## src/rtl/core/wlhm_pkg.sv

```systemverilog
package wlhm_pkg;

  // default sizes
  localparam int RSSI_SLOTS_DEF = 5;
  localparam int DISC_SLOTS_DEF = 60;

  // divider operand widths
  localparam int DIV_NUM_W = 16;
  localparam int DIV_DEN_W = 8;

  // event commands
  localparam logic [2:0] CMD_TICK     = 3'd0;
  localparam logic [2:0] CMD_DISC     = 3'd1;
  localparam logic [2:0] CMD_SAMPLE   = 3'd2;
  localparam logic [2:0] CMD_SCAN_REC = 3'd3;
  localparam logic [2:0] CMD_SCAN_END = 3'd4;

  // report kinds
  localparam logic RPT_SAMPLE = 1'b0;
  localparam logic RPT_SCAN   = 1'b1;

  // limits
  localparam logic [15:0]       BUCKET_MAX   = 16'hFFFF;
  localparam logic [7:0]        COUNT_MAX    = 8'd255;
  localparam int                SCORE_MAX    = 100;
  localparam logic signed [8:0] CONTRIB_BASE = 9'sd100;
  localparam logic signed [7:0] RSSI_FLOOR   = -8'sd128;

  typedef struct packed {
    logic [2:0]        command;
    logic              connected;
    logic signed [7:0] rssi;
    logic [7:0]        chan_num;
  } evt_t;

  typedef struct packed {
    logic              report_kind;
    logic signed [7:0] level_avg;
    logic signed [7:0] level_min;
    logic [7:0]        cur_channel;
    logic [15:0]       disconnect_total;
    logic [7:0]        bss_on_channel;
    logic [7:0]        ap_seen;
    logic [6:0]        chan_load;
  } rpt_t;

  typedef struct packed {
    logic                 start;
    logic [DIV_NUM_W-1:0] num;
    logic [DIV_DEN_W-1:0] den;
  } div_req_t;

  typedef struct packed {
    logic                 done;
    logic [DIV_NUM_W-1:0] quo;
  } div_rsp_t;

  typedef enum logic [2:0] {
    ST_CLEAR,
    ST_IDLE,
    ST_BKT_INC,
    ST_SUM,
    ST_SCORE_DIV,
    ST_OUT
  } st_t;

endpackage

```

## src/rtl/core/wifi_link_health_monitor.sv

```systemverilog
// Sample beat: one bucket read per cycle sweeps the bucket ring into the disconnect sum; the
// window sum and the 16-step average divide overlap the sweep, and the report follows it.
// Scan end: the score uses the 16-step divider, skipped with no on-channel record; with no
// scan record no report is made. Tick, scan record and unused commands finish in idle.
// Disconnect adds a bucket increment. After reset a clearing pass zeroes the bucket ring;
// no beat is taken meanwhile. One event is worked at a time; a report waits in the output register.
module wifi_link_health_monitor #(
  parameter int RSSI_SLOTS = wlhm_pkg::RSSI_SLOTS_DEF,
  parameter int DISC_SLOTS = wlhm_pkg::DISC_SLOTS_DEF
) (
  input  logic           clk,
  input  logic           rst,
  input  logic           evt_valid,
  output logic           evt_ready,
  input  wlhm_pkg::evt_t evt,
  output logic           rpt_valid,
  input  logic           rpt_ready,
  output wlhm_pkg::rpt_t rpt
);
  import wlhm_pkg::*;

  localparam int WIN_AW = (RSSI_SLOTS > 1) ? $clog2(RSSI_SLOTS) : 1;
  localparam int FILL_W = $clog2(RSSI_SLOTS + 1);
  localparam int WSUM_W = 8 + FILL_W;
  localparam int BKT_AW = $clog2(DISC_SLOTS);
  localparam int BCNT_W = $clog2(DISC_SLOTS + 1);

  st_t state, state_next;

  // memories
  logic signed [7:0] win_mem [RSSI_SLOTS];
  logic signed [7:0] win_q;
  logic [15:0]       bkt_mem [DISC_SLOTS];
  logic [15:0]       bkt_q;

  logic              bkt_we;
  logic [BKT_AW-1:0] bkt_waddr;
  logic [15:0]       bkt_wdata;
  logic [BKT_AW-1:0] bkt_raddr;

  // architectural state
  logic [BKT_AW-1:0] bucket_pos;
  logic [BKT_AW-1:0] bucket_pos_next;
  logic [WIN_AW-1:0] window_pos;
  logic [FILL_W-1:0] window_fill;
  logic [7:0]        assoc_channel;
  logic [7:0]        scan_on;
  logic [7:0]        scan_all;
  logic [15:0]       scan_sum;

  // sweep state
  logic                     conn_r;
  logic [FILL_W-1:0]        win_idx;
  logic                     win_rd_vld;
  logic                     win_issue;
  logic                     win_done;
  logic [BCNT_W-1:0]        bkt_idx;
  logic                     bkt_rd_vld;
  logic                     bkt_issue;
  logic                     bkt_done;
  logic signed [WSUM_W-1:0] wsum;
  logic [WSUM_W-1:0]        wmag;
  logic signed [7:0]        cand;
  logic [15:0]              dsum;
  logic [16:0]              dsum_add;
  logic                     avg_go;
  logic                     avg_got;
  logic [7:0]               avg_mag;

  // scan contribution
  logic signed [8:0] rssi_adj;
  logic signed [8:0] contrib;

  logic     accept;
  logic     load_out;
  rpt_t     res;
  rpt_t     res_init;
  div_req_t div_req;
  div_rsp_t div_rsp;

  assign accept = evt_valid && evt_ready;

  assign bucket_pos_next = (bucket_pos == BKT_AW'(DISC_SLOTS - 1)) ? '0 : bucket_pos + 1'b1;

  assign win_issue = conn_r && (win_idx < window_fill);
  assign win_done  = !win_issue && !win_rd_vld;
  assign bkt_issue = bkt_idx < BCNT_W'(DISC_SLOTS);
  assign bkt_done  = !bkt_issue && !bkt_rd_vld;

  assign wmag     = wsum[WSUM_W-1] ? (~wsum + 1'b1) : wsum;
  assign dsum_add = {1'b0, dsum} + {1'b0, bkt_q};
  assign avg_mag  = div_rsp.quo[7:0];

  // 100 + rssi / 2, rounding toward zero
  assign rssi_adj = $signed({evt.rssi[7], evt.rssi}) + $signed({8'b0, evt.rssi[7]});
  assign contrib  = CONTRIB_BASE + (rssi_adj >>> 1);

  // state register
  always_ff @(posedge clk) begin
    if (rst) begin
      state <= ST_CLEAR;
    end else begin
      state <= state_next;
    end
  end

  // next state and control
  always_comb begin
    state_next = state;
    evt_ready  = 1'b0;
    load_out   = 1'b0;
    div_req    = '0;
    bkt_we     = 1'b0;
    bkt_waddr  = bucket_pos;
    bkt_wdata  = '0;
    bkt_raddr  = bucket_pos;
    case (state)
      ST_CLEAR: begin
        bkt_we    = 1'b1;
        bkt_waddr = bkt_idx[BKT_AW-1:0];
        if (bkt_idx == BCNT_W'(DISC_SLOTS - 1)) begin
          state_next = ST_IDLE;
        end
      end
      ST_IDLE: begin
        evt_ready = 1'b1;
        if (evt_valid) begin
          case (evt.command)
            CMD_TICK: begin
              bkt_we    = 1'b1;
              bkt_waddr = bucket_pos_next;
            end
            CMD_DISC: begin
              state_next = ST_BKT_INC;
            end
            CMD_SAMPLE: begin
              state_next = ST_SUM;
            end
            CMD_SCAN_END: begin
              if (scan_all != '0) begin
                if (scan_on != '0) begin
                  div_req.start = 1'b1;
                  div_req.num   = scan_sum;
                  div_req.den   = scan_on;
                  state_next    = ST_SCORE_DIV;
                end else begin
                  state_next = ST_OUT;
                end
              end
            end
            default: ;
          endcase
        end
      end
      ST_BKT_INC: begin
        bkt_we     = 1'b1;
        bkt_wdata  = (bkt_q == BUCKET_MAX) ? bkt_q : bkt_q + 1'b1;
        state_next = ST_IDLE;
      end
      ST_SUM: begin
        bkt_raddr = bkt_idx[BKT_AW-1:0];
        if (conn_r && win_done && !avg_go) begin
          div_req.start = 1'b1;
          div_req.num   = DIV_NUM_W'(wmag);
          div_req.den   = DIV_DEN_W'(window_fill);
        end
        if (bkt_done && (!conn_r || avg_got)) begin
          state_next = ST_OUT;
        end
      end
      ST_SCORE_DIV: begin
        if (div_rsp.done) begin
          state_next = ST_OUT;
        end
      end
      ST_OUT: begin
        if (!rpt_valid || rpt_ready) begin
          load_out   = 1'b1;
          state_next = ST_IDLE;
        end
      end
      default: state_next = ST_IDLE;
    endcase
  end

  // bucket ring memory
  always_ff @(posedge clk) begin
    if (bkt_we) begin
      bkt_mem[bkt_waddr] <= bkt_wdata;
    end
    bkt_q <= bkt_mem[bkt_raddr];
  end

  // rssi window memory
  always_ff @(posedge clk) begin
    if (accept && evt.command == CMD_SAMPLE && evt.connected) begin
      win_mem[window_pos] <= evt.rssi;
    end
    win_q <= win_mem[win_idx[WIN_AW-1:0]];
  end

  // link and scan state
  always_ff @(posedge clk) begin
    if (rst) begin
      bucket_pos    <= '0;
      window_pos    <= '0;
      window_fill   <= '0;
      assoc_channel <= '0;
      scan_on       <= '0;
      scan_all      <= '0;
      scan_sum      <= '0;
    end else if (accept) begin
      case (evt.command)
        CMD_TICK: begin
          bucket_pos <= bucket_pos_next;
        end
        CMD_SAMPLE: begin
          if (evt.connected) begin
            window_pos    <= (window_pos == WIN_AW'(RSSI_SLOTS - 1)) ? '0 : window_pos + 1'b1;
            assoc_channel <= evt.chan_num;
            if (window_fill != FILL_W'(RSSI_SLOTS)) begin
              window_fill <= window_fill + 1'b1;
            end
          end else begin
            assoc_channel <= '0;
          end
        end
        CMD_SCAN_REC: begin
          if (scan_all != COUNT_MAX) begin
            scan_all <= scan_all + 1'b1;
          end
          if (evt.chan_num == assoc_channel && scan_on != COUNT_MAX) begin
            scan_on  <= scan_on + 1'b1;
            scan_sum <= scan_sum + {8'b0, contrib[7:0]};
          end
        end
        CMD_SCAN_END: begin
          scan_on  <= '0;
          scan_all <= '0;
          scan_sum <= '0;
        end
        default: ;
      endcase
    end
  end

  // sweep counters and flags
  always_ff @(posedge clk) begin
    if (rst) begin
      bkt_idx    <= '0;
      bkt_rd_vld <= 1'b0;
      win_idx    <= '0;
      win_rd_vld <= 1'b0;
      conn_r     <= 1'b0;
      avg_go     <= 1'b0;
      avg_got    <= 1'b0;
    end else if (state == ST_CLEAR) begin
      bkt_idx <= bkt_idx + 1'b1;
    end else if (accept && evt.command == CMD_SAMPLE) begin
      bkt_idx    <= '0;
      bkt_rd_vld <= 1'b0;
      win_idx    <= '0;
      win_rd_vld <= 1'b0;
      conn_r     <= evt.connected;
      avg_go     <= 1'b0;
      avg_got    <= 1'b0;
    end else if (state == ST_SUM) begin
      bkt_rd_vld <= bkt_issue;
      win_rd_vld <= win_issue;
      if (bkt_issue) begin
        bkt_idx <= bkt_idx + 1'b1;
      end
      if (win_issue) begin
        win_idx <= win_idx + 1'b1;
      end
      if (div_req.start) begin
        avg_go <= 1'b1;
      end
      if (avg_go && div_rsp.done) begin
        avg_got <= 1'b1;
      end
    end
  end

  // window and bucket accumulators
  always_ff @(posedge clk) begin
    if (accept && evt.command == CMD_SAMPLE) begin
      wsum <= '0;
      cand <= '0;
      dsum <= '0;
    end else if (state == ST_SUM) begin
      if (win_rd_vld) begin
        wsum <= wsum + $signed({{(WSUM_W-8){win_q[7]}}, win_q});
        if (cand == 8'sd0 || win_q < cand) begin
          cand <= win_q;
        end
      end
      if (bkt_rd_vld) begin
        dsum <= dsum_add[16] ? BUCKET_MAX : dsum_add[15:0];
      end
    end
  end

  // report fields known when the beat is taken
  always_comb begin
    res_init = '0;
    if (evt.command == CMD_SCAN_END) begin
      res_init.report_kind    = RPT_SCAN;
      res_init.bss_on_channel = scan_on;
      res_init.ap_seen        = scan_all;
    end else begin
      res_init.report_kind = RPT_SAMPLE;
      if (evt.connected) begin
        res_init.cur_channel = evt.chan_num;
      end else begin
        res_init.level_avg = RSSI_FLOOR;
        res_init.level_min = RSSI_FLOOR;
      end
    end
  end

  // pending report
  always_ff @(posedge clk) begin
    if (accept && (evt.command inside {CMD_SAMPLE, CMD_SCAN_END})) begin
      res <= res_init;
    end else if (state == ST_SUM) begin
      if (avg_go && div_rsp.done) begin
        res.level_avg <= wsum[WSUM_W-1] ? (~avg_mag + 8'd1) : avg_mag;
      end
      if (state_next == ST_OUT) begin
        res.disconnect_total <= dsum;
        if (conn_r) begin
          res.level_min <= cand;
        end
      end
    end else if (state == ST_SCORE_DIV && div_rsp.done) begin
      res.chan_load <= (div_rsp.quo > DIV_NUM_W'(SCORE_MAX)) ? 7'(SCORE_MAX)
                                                              : div_rsp.quo[6:0];
    end
  end

  // output register
  always_ff @(posedge clk) begin
    if (rst) begin
      rpt_valid <= 1'b0;
    end else if (load_out) begin
      rpt_valid <= 1'b1;
    end else if (rpt_ready) begin
      rpt_valid <= 1'b0;
    end
  end

  always_ff @(posedge clk) begin
    if (load_out) begin
      rpt <= res;
    end
  end

  // shared divider for average and busy score
  wlhm_div u_div (
    .clk (clk),
    .rst (rst),
    .req (div_req),
    .rsp (div_rsp)
  );

endmodule

```

## src/rtl/core/wlhm_div.sv

```systemverilog
module wlhm_div (
  input  logic               clk,
  input  logic               rst,
  input  wlhm_pkg::div_req_t req,
  output wlhm_pkg::div_rsp_t rsp
);
  import wlhm_pkg::*;

  localparam int CNT_W = $clog2(DIV_NUM_W + 1);

  logic                 busy;
  logic                 done;
  logic [CNT_W-1:0]     cnt;
  logic [DIV_DEN_W-1:0] rem;
  logic [DIV_DEN_W-1:0] den_r;
  logic [DIV_NUM_W-1:0] quo;

  logic [DIV_DEN_W:0]   shifted;
  logic [DIV_DEN_W:0]   diff;
  logic                 fits;

  // one restoring step per cycle
  assign shifted = {rem, quo[DIV_NUM_W-1]};
  assign diff    = shifted - {1'b0, den_r};
  assign fits    = shifted >= {1'b0, den_r};

  // control
  always_ff @(posedge clk) begin
    if (rst) begin
      busy <= 1'b0;
      done <= 1'b0;
      cnt  <= '0;
    end else begin
      done <= 1'b0;
      if (req.start) begin
        busy <= 1'b1;
        cnt  <= CNT_W'(DIV_NUM_W);
      end else if (busy) begin
        cnt <= cnt - 1'b1;
        if (cnt == CNT_W'(1)) begin
          busy <= 1'b0;
          done <= 1'b1;
        end
      end
    end
  end

  // datapath
  always_ff @(posedge clk) begin
    if (req.start) begin
      quo   <= req.num;
      rem   <= '0;
      den_r <= req.den;
    end else if (busy) begin
      rem <= fits ? diff[DIV_DEN_W-1:0] : shifted[DIV_DEN_W-1:0];
      quo <= {quo[DIV_NUM_W-2:0], fits};
    end
  end

  assign rsp.done = done;
  assign rsp.quo  = quo;

endmodule
```

## config.mk

```make
export PLATFORM = sky130hd
export DESIGN_NAME = wifi_link_health_monitor
export DESIGN_NICKNAME = d
export VERILOG_FILES = /design/src/rtl/core/wlhm_pkg.sv /design/src/rtl/core/wifi_link_health_monitor.sv /design/src/rtl/core/wlhm_div.sv
export SDC_FILE = /design/constraint.sdc
export NUM_CORES = 2
export LEC_CHECK = 0
export BUFFER_PORTS_ARGS = -buffer_cell sky130_fd_sc_hd__buf_2
export CAP_MARGIN = 0
export CORE_MARGIN = 3
export CORE_UTILIZATION = 57
export DETAILED_ROUTE_END_ITERATION = 8
export PLACE_DENSITY = 0.76
export SLEW_MARGIN = 20
export SYNTH_ARGS = -nofsm -noshare
export SYNTH_HDL_FRONTEND = slang
export SYNTH_HIERARCHICAL = 1
export SYNTH_SLANG_ARGS = --single-unit
```

## constraint.sdc

```tcl
create_clock -name clk -period 4.6 [get_ports clk]
set_input_delay 0.23 -clock clk [delete_from_list [all_inputs] [get_ports clk]]
set_output_delay 0.23 -clock clk [all_outputs]
set_load 0.05 [all_outputs]
```

==> impl_results.md <==
* Non-Filler Instances at 5,287
* GR Overflow Total at 0
* Post-route ant nets at 0
* First-pass GRT wire length at 201.3 mm
* Leakage at 22.81 nW
* Vias in the first global route at 32,641
* Pin count of the biggest net entering global routing at 95
* Cell total after placement at 5,023
* Worst endpoint required time at 5180 ps
* P per Cell Area at 393.6 nW/um2
* Final Hold Viols at 0
* CP arrival at 4590 ps
* Final #Nets at 4,039
* CTS tree: yes
* Die area at 97,200 um2
* Synthesized area at 53,290 um2
* WL/cell at 24.98 um
* Layout cells sized above 1 at 15.90%
* DRC viols at 0
* Hold Path Class: in -> reg
* Unrepaired setup endpoints after global routing: false
* CTS H-tree depth at 4
* Final max-slew violation count at 0
* Final Setup Violations at 0
* Setup CP Type: reg -> reg
* GRT Total Usage at 27.24%
* Area grow syn2layout at 13.54%
* Worst slew pin tran at 1067 ps
* Chip width at 311.8 um
* Yosys top cell area share at 63.62%
* Post-CTS Setup Bufs at 0
* ANT cells at 0
* Ys Warns at 6
* Hpwl dp at 78.21 mm
* Fmax at 249.9 MHz
* Largest area contributor in the netlist: edfxtp_1
* Wirelength, routed at 132.1 mm
* Row cnt at 111
* Max rail drop VDD at 0.2977 mV
* Die Ht at 311.8 um
* Layout Skew at 29.09 ps
* Async S/R FF share, synth at 0%
* GPL Wtd Cong at 0.9069
* Clock buffer count from CTS at 132
* CTS max path bufs at 3
* CTS clk-pin slew, worst paths at 60 ps
* Period utilisation layout at 87.01%
* Worst Hold Slack at 38.84 ps
* Endpoint type of the worst setup path: flip-flop
* Core area at 92,220 um2
* Initial Utilization at 57.79%
* Initial antenna violation count at 0
* Clk Latency, worst-skew pair at 740 ps
* Vias/cell at 6.335
* Slew HR at 28.31%
* Netlist cell types at 95
* Syn nets at 3,836
* First-pass DRT Iterations at 6
* Fin util at 65.61%
* Yosys reg bits at 1,296
* Post-synthesis cell count at 3,739
* Avg Inst Size Synth at 14.25 um2
* Max-Cap Viols at 0
* CTS root buf: clkbuf_16
* CP max FO at 19
* Final WS setup at 597.7 ps
* Vias at 33,495
* Synth Flop Type: edfxtp_1
* Pre-CTS setup slack at 717.1 ps
* Port Buf Inserts at 89
* Post-synth EDFFs at 1,129
* Setup TNS at 0 ps
* Clock period minus worst slack at 4002 ps
* I/O pin cnt at 90
* CTS sink count at 1,296
* Setup crit start kind: flip-flop
* Status: complete, no violations
* Sequential fraction of the synthesis area at 69.89%
* Area contributors post-synth: edfxtp_1, dfxtp_1, mux4_2
* Initial DRC Count at 3,985
## layer usage
layer  share of wire, %  global-route usage, %  up-vias
met5              0.021                      0        -
met4                4.3                  11.53        2
met3                 11                  7.388      373
met2                 46                  41.41     1969
met1                 39                  37.44    16496
li1                   -                      -    14655
## Yosys cell counts (all sizes together), types with 7 or more instances
master / number
and2: 29
a211o: 19
nor2b: 16
a22o: 14
o22ai: 44
o21a: 10
clkbuf: 104
nand3: 283
o2111ai: 20
mux2i: 109
a311oi: 7
and3: 29
xor2: 39
edfxtp: 1129
a32oi: 30
or2: 18
o21ai: 61
a21o: 17
a41oi: 18
nand4: 24
nor3b: 9
ha: 69
o221a: 17
nand2b: 13
inv: 61
dfxtp: 167
nor3: 47
o31ai: 8
nand2: 537
xnor2: 46
mux2: 28
nor2: 213
nor4b: 9
nor4: 17
mux4: 109
a211oi: 16
a21oi: 133
a31oi: 24
buf: 89
or3: 16
a31o: 15
## report_power, final
group / switching, W / internal (W) / leakage, nW
sequential: 0.0000579 / 0.0127 / 13.8
combinational: 0.000238 / 0.000126 / 6.90
clock: 0.00448 / 0.00624 / 2.12
## through the flow
| stage | cell area (um2) | power (W) |
|---|---|---|
| final | 60510 | 0.02381 |
| after global routing | 60510 | 0.02441 |
| after global placement | 55860 | 0.01330 |
| after detailed placement | 55860 | 0.01331 |
| after floorplan | 53300 | 0.01315 |
| after CTS | 60510 | 0.02390 |
## worst paths after layout
check / start / slack, ps / cells past startpoint / end
worst max-delay path: state[0] / 600 / 8 / bkt_q[6]
worst min-delay path: evt[17] / 40 / 5 / bucket_pos[4]
worst min register to register: res[62] / 410 / 0 / rpt[62]
worst max register to register: state[0] / 600 / 8 / bkt_q[6]
## critical path, cell delays in order (launching register included)
cell and delay, ps:
dfxtp_1 640, nand3b_4 400, mux2i_4 820, buf_4 480, mux4_2 550, o22ai_1 270
or2_1 250, a31o_1 320, a41oi_1 80
## final cells by class
class	count	area, um2
Inverter	62	232.7
Sequential cell	1296	37250
Clock buffer	162	3655
Timing Repair Buffer	262	1977
Clock inverter	74	706.9
Tap cell	1243	1555
Multi-Input combinational cell	2188	15130
Fill cell	6236	31710
## flip-flops by register name, summed over array words and instances (netlist names), 8 cells and up
register	flops
assoc_channel	8
bkt_mem	960
bkt_q	16
cand	8
dsum	16
res	64
rpt	64
scan_all	8
scan_on	8
scan_sum	16
u_div/den_r	8
u_div/quo	16
u_div/rem	8
win_mem	40
win_q	8
wsum	11
## cells in the final DEF, fill, tap and decap left out, drive strengths merged, types with 18 or more instances in the layout
master       Yosys  layout
edfxtp        1129    1129
nand2          537     537
nand3          283     283
buf             89     234
nor2           213     213
dfxtp          167     167
clkbuf         104     162
a21oi          133     133
mux4           109     109
mux2i          109     109
inv             61      70
ha              69      69
o21ai           61      61
clkinv           1      49
nor3            47      47
xnor2           46      46
o22ai           44      44
xor2            39      39
a32oi           30      30
and2            29      29
and3            29      29
dlygate4sd3      0      28
mux2            28      28
nand4           24      24
a31oi           24      24
o2111ai         20      20
a211o           19      19
a41oi           18      18
or2             18      18
## kinds of logic after synthesis
| group | count (synthesis) | share of synthesized area, % |
|---|---|---|
| compound gates | 496 | 6.454 |
| xor+xnor | 85 | 1.397 |
| fa+ha+maj | 73 | 1.770 |
| buf+inv | 255 | 2.111 |
| flops | 1296 | 69.89 |
| mux | 246 | 7.290 |
| simple gates | 1288 | 11.09 |
## repair_timing
action,in CTS,in global routing
gates resized for setup,0,0
hold buffers,28,0
endpoints found under the setup margin,0,0
hold endpoints to repair,62,0
Note: power is estimated with default switching activity, not from simulation.
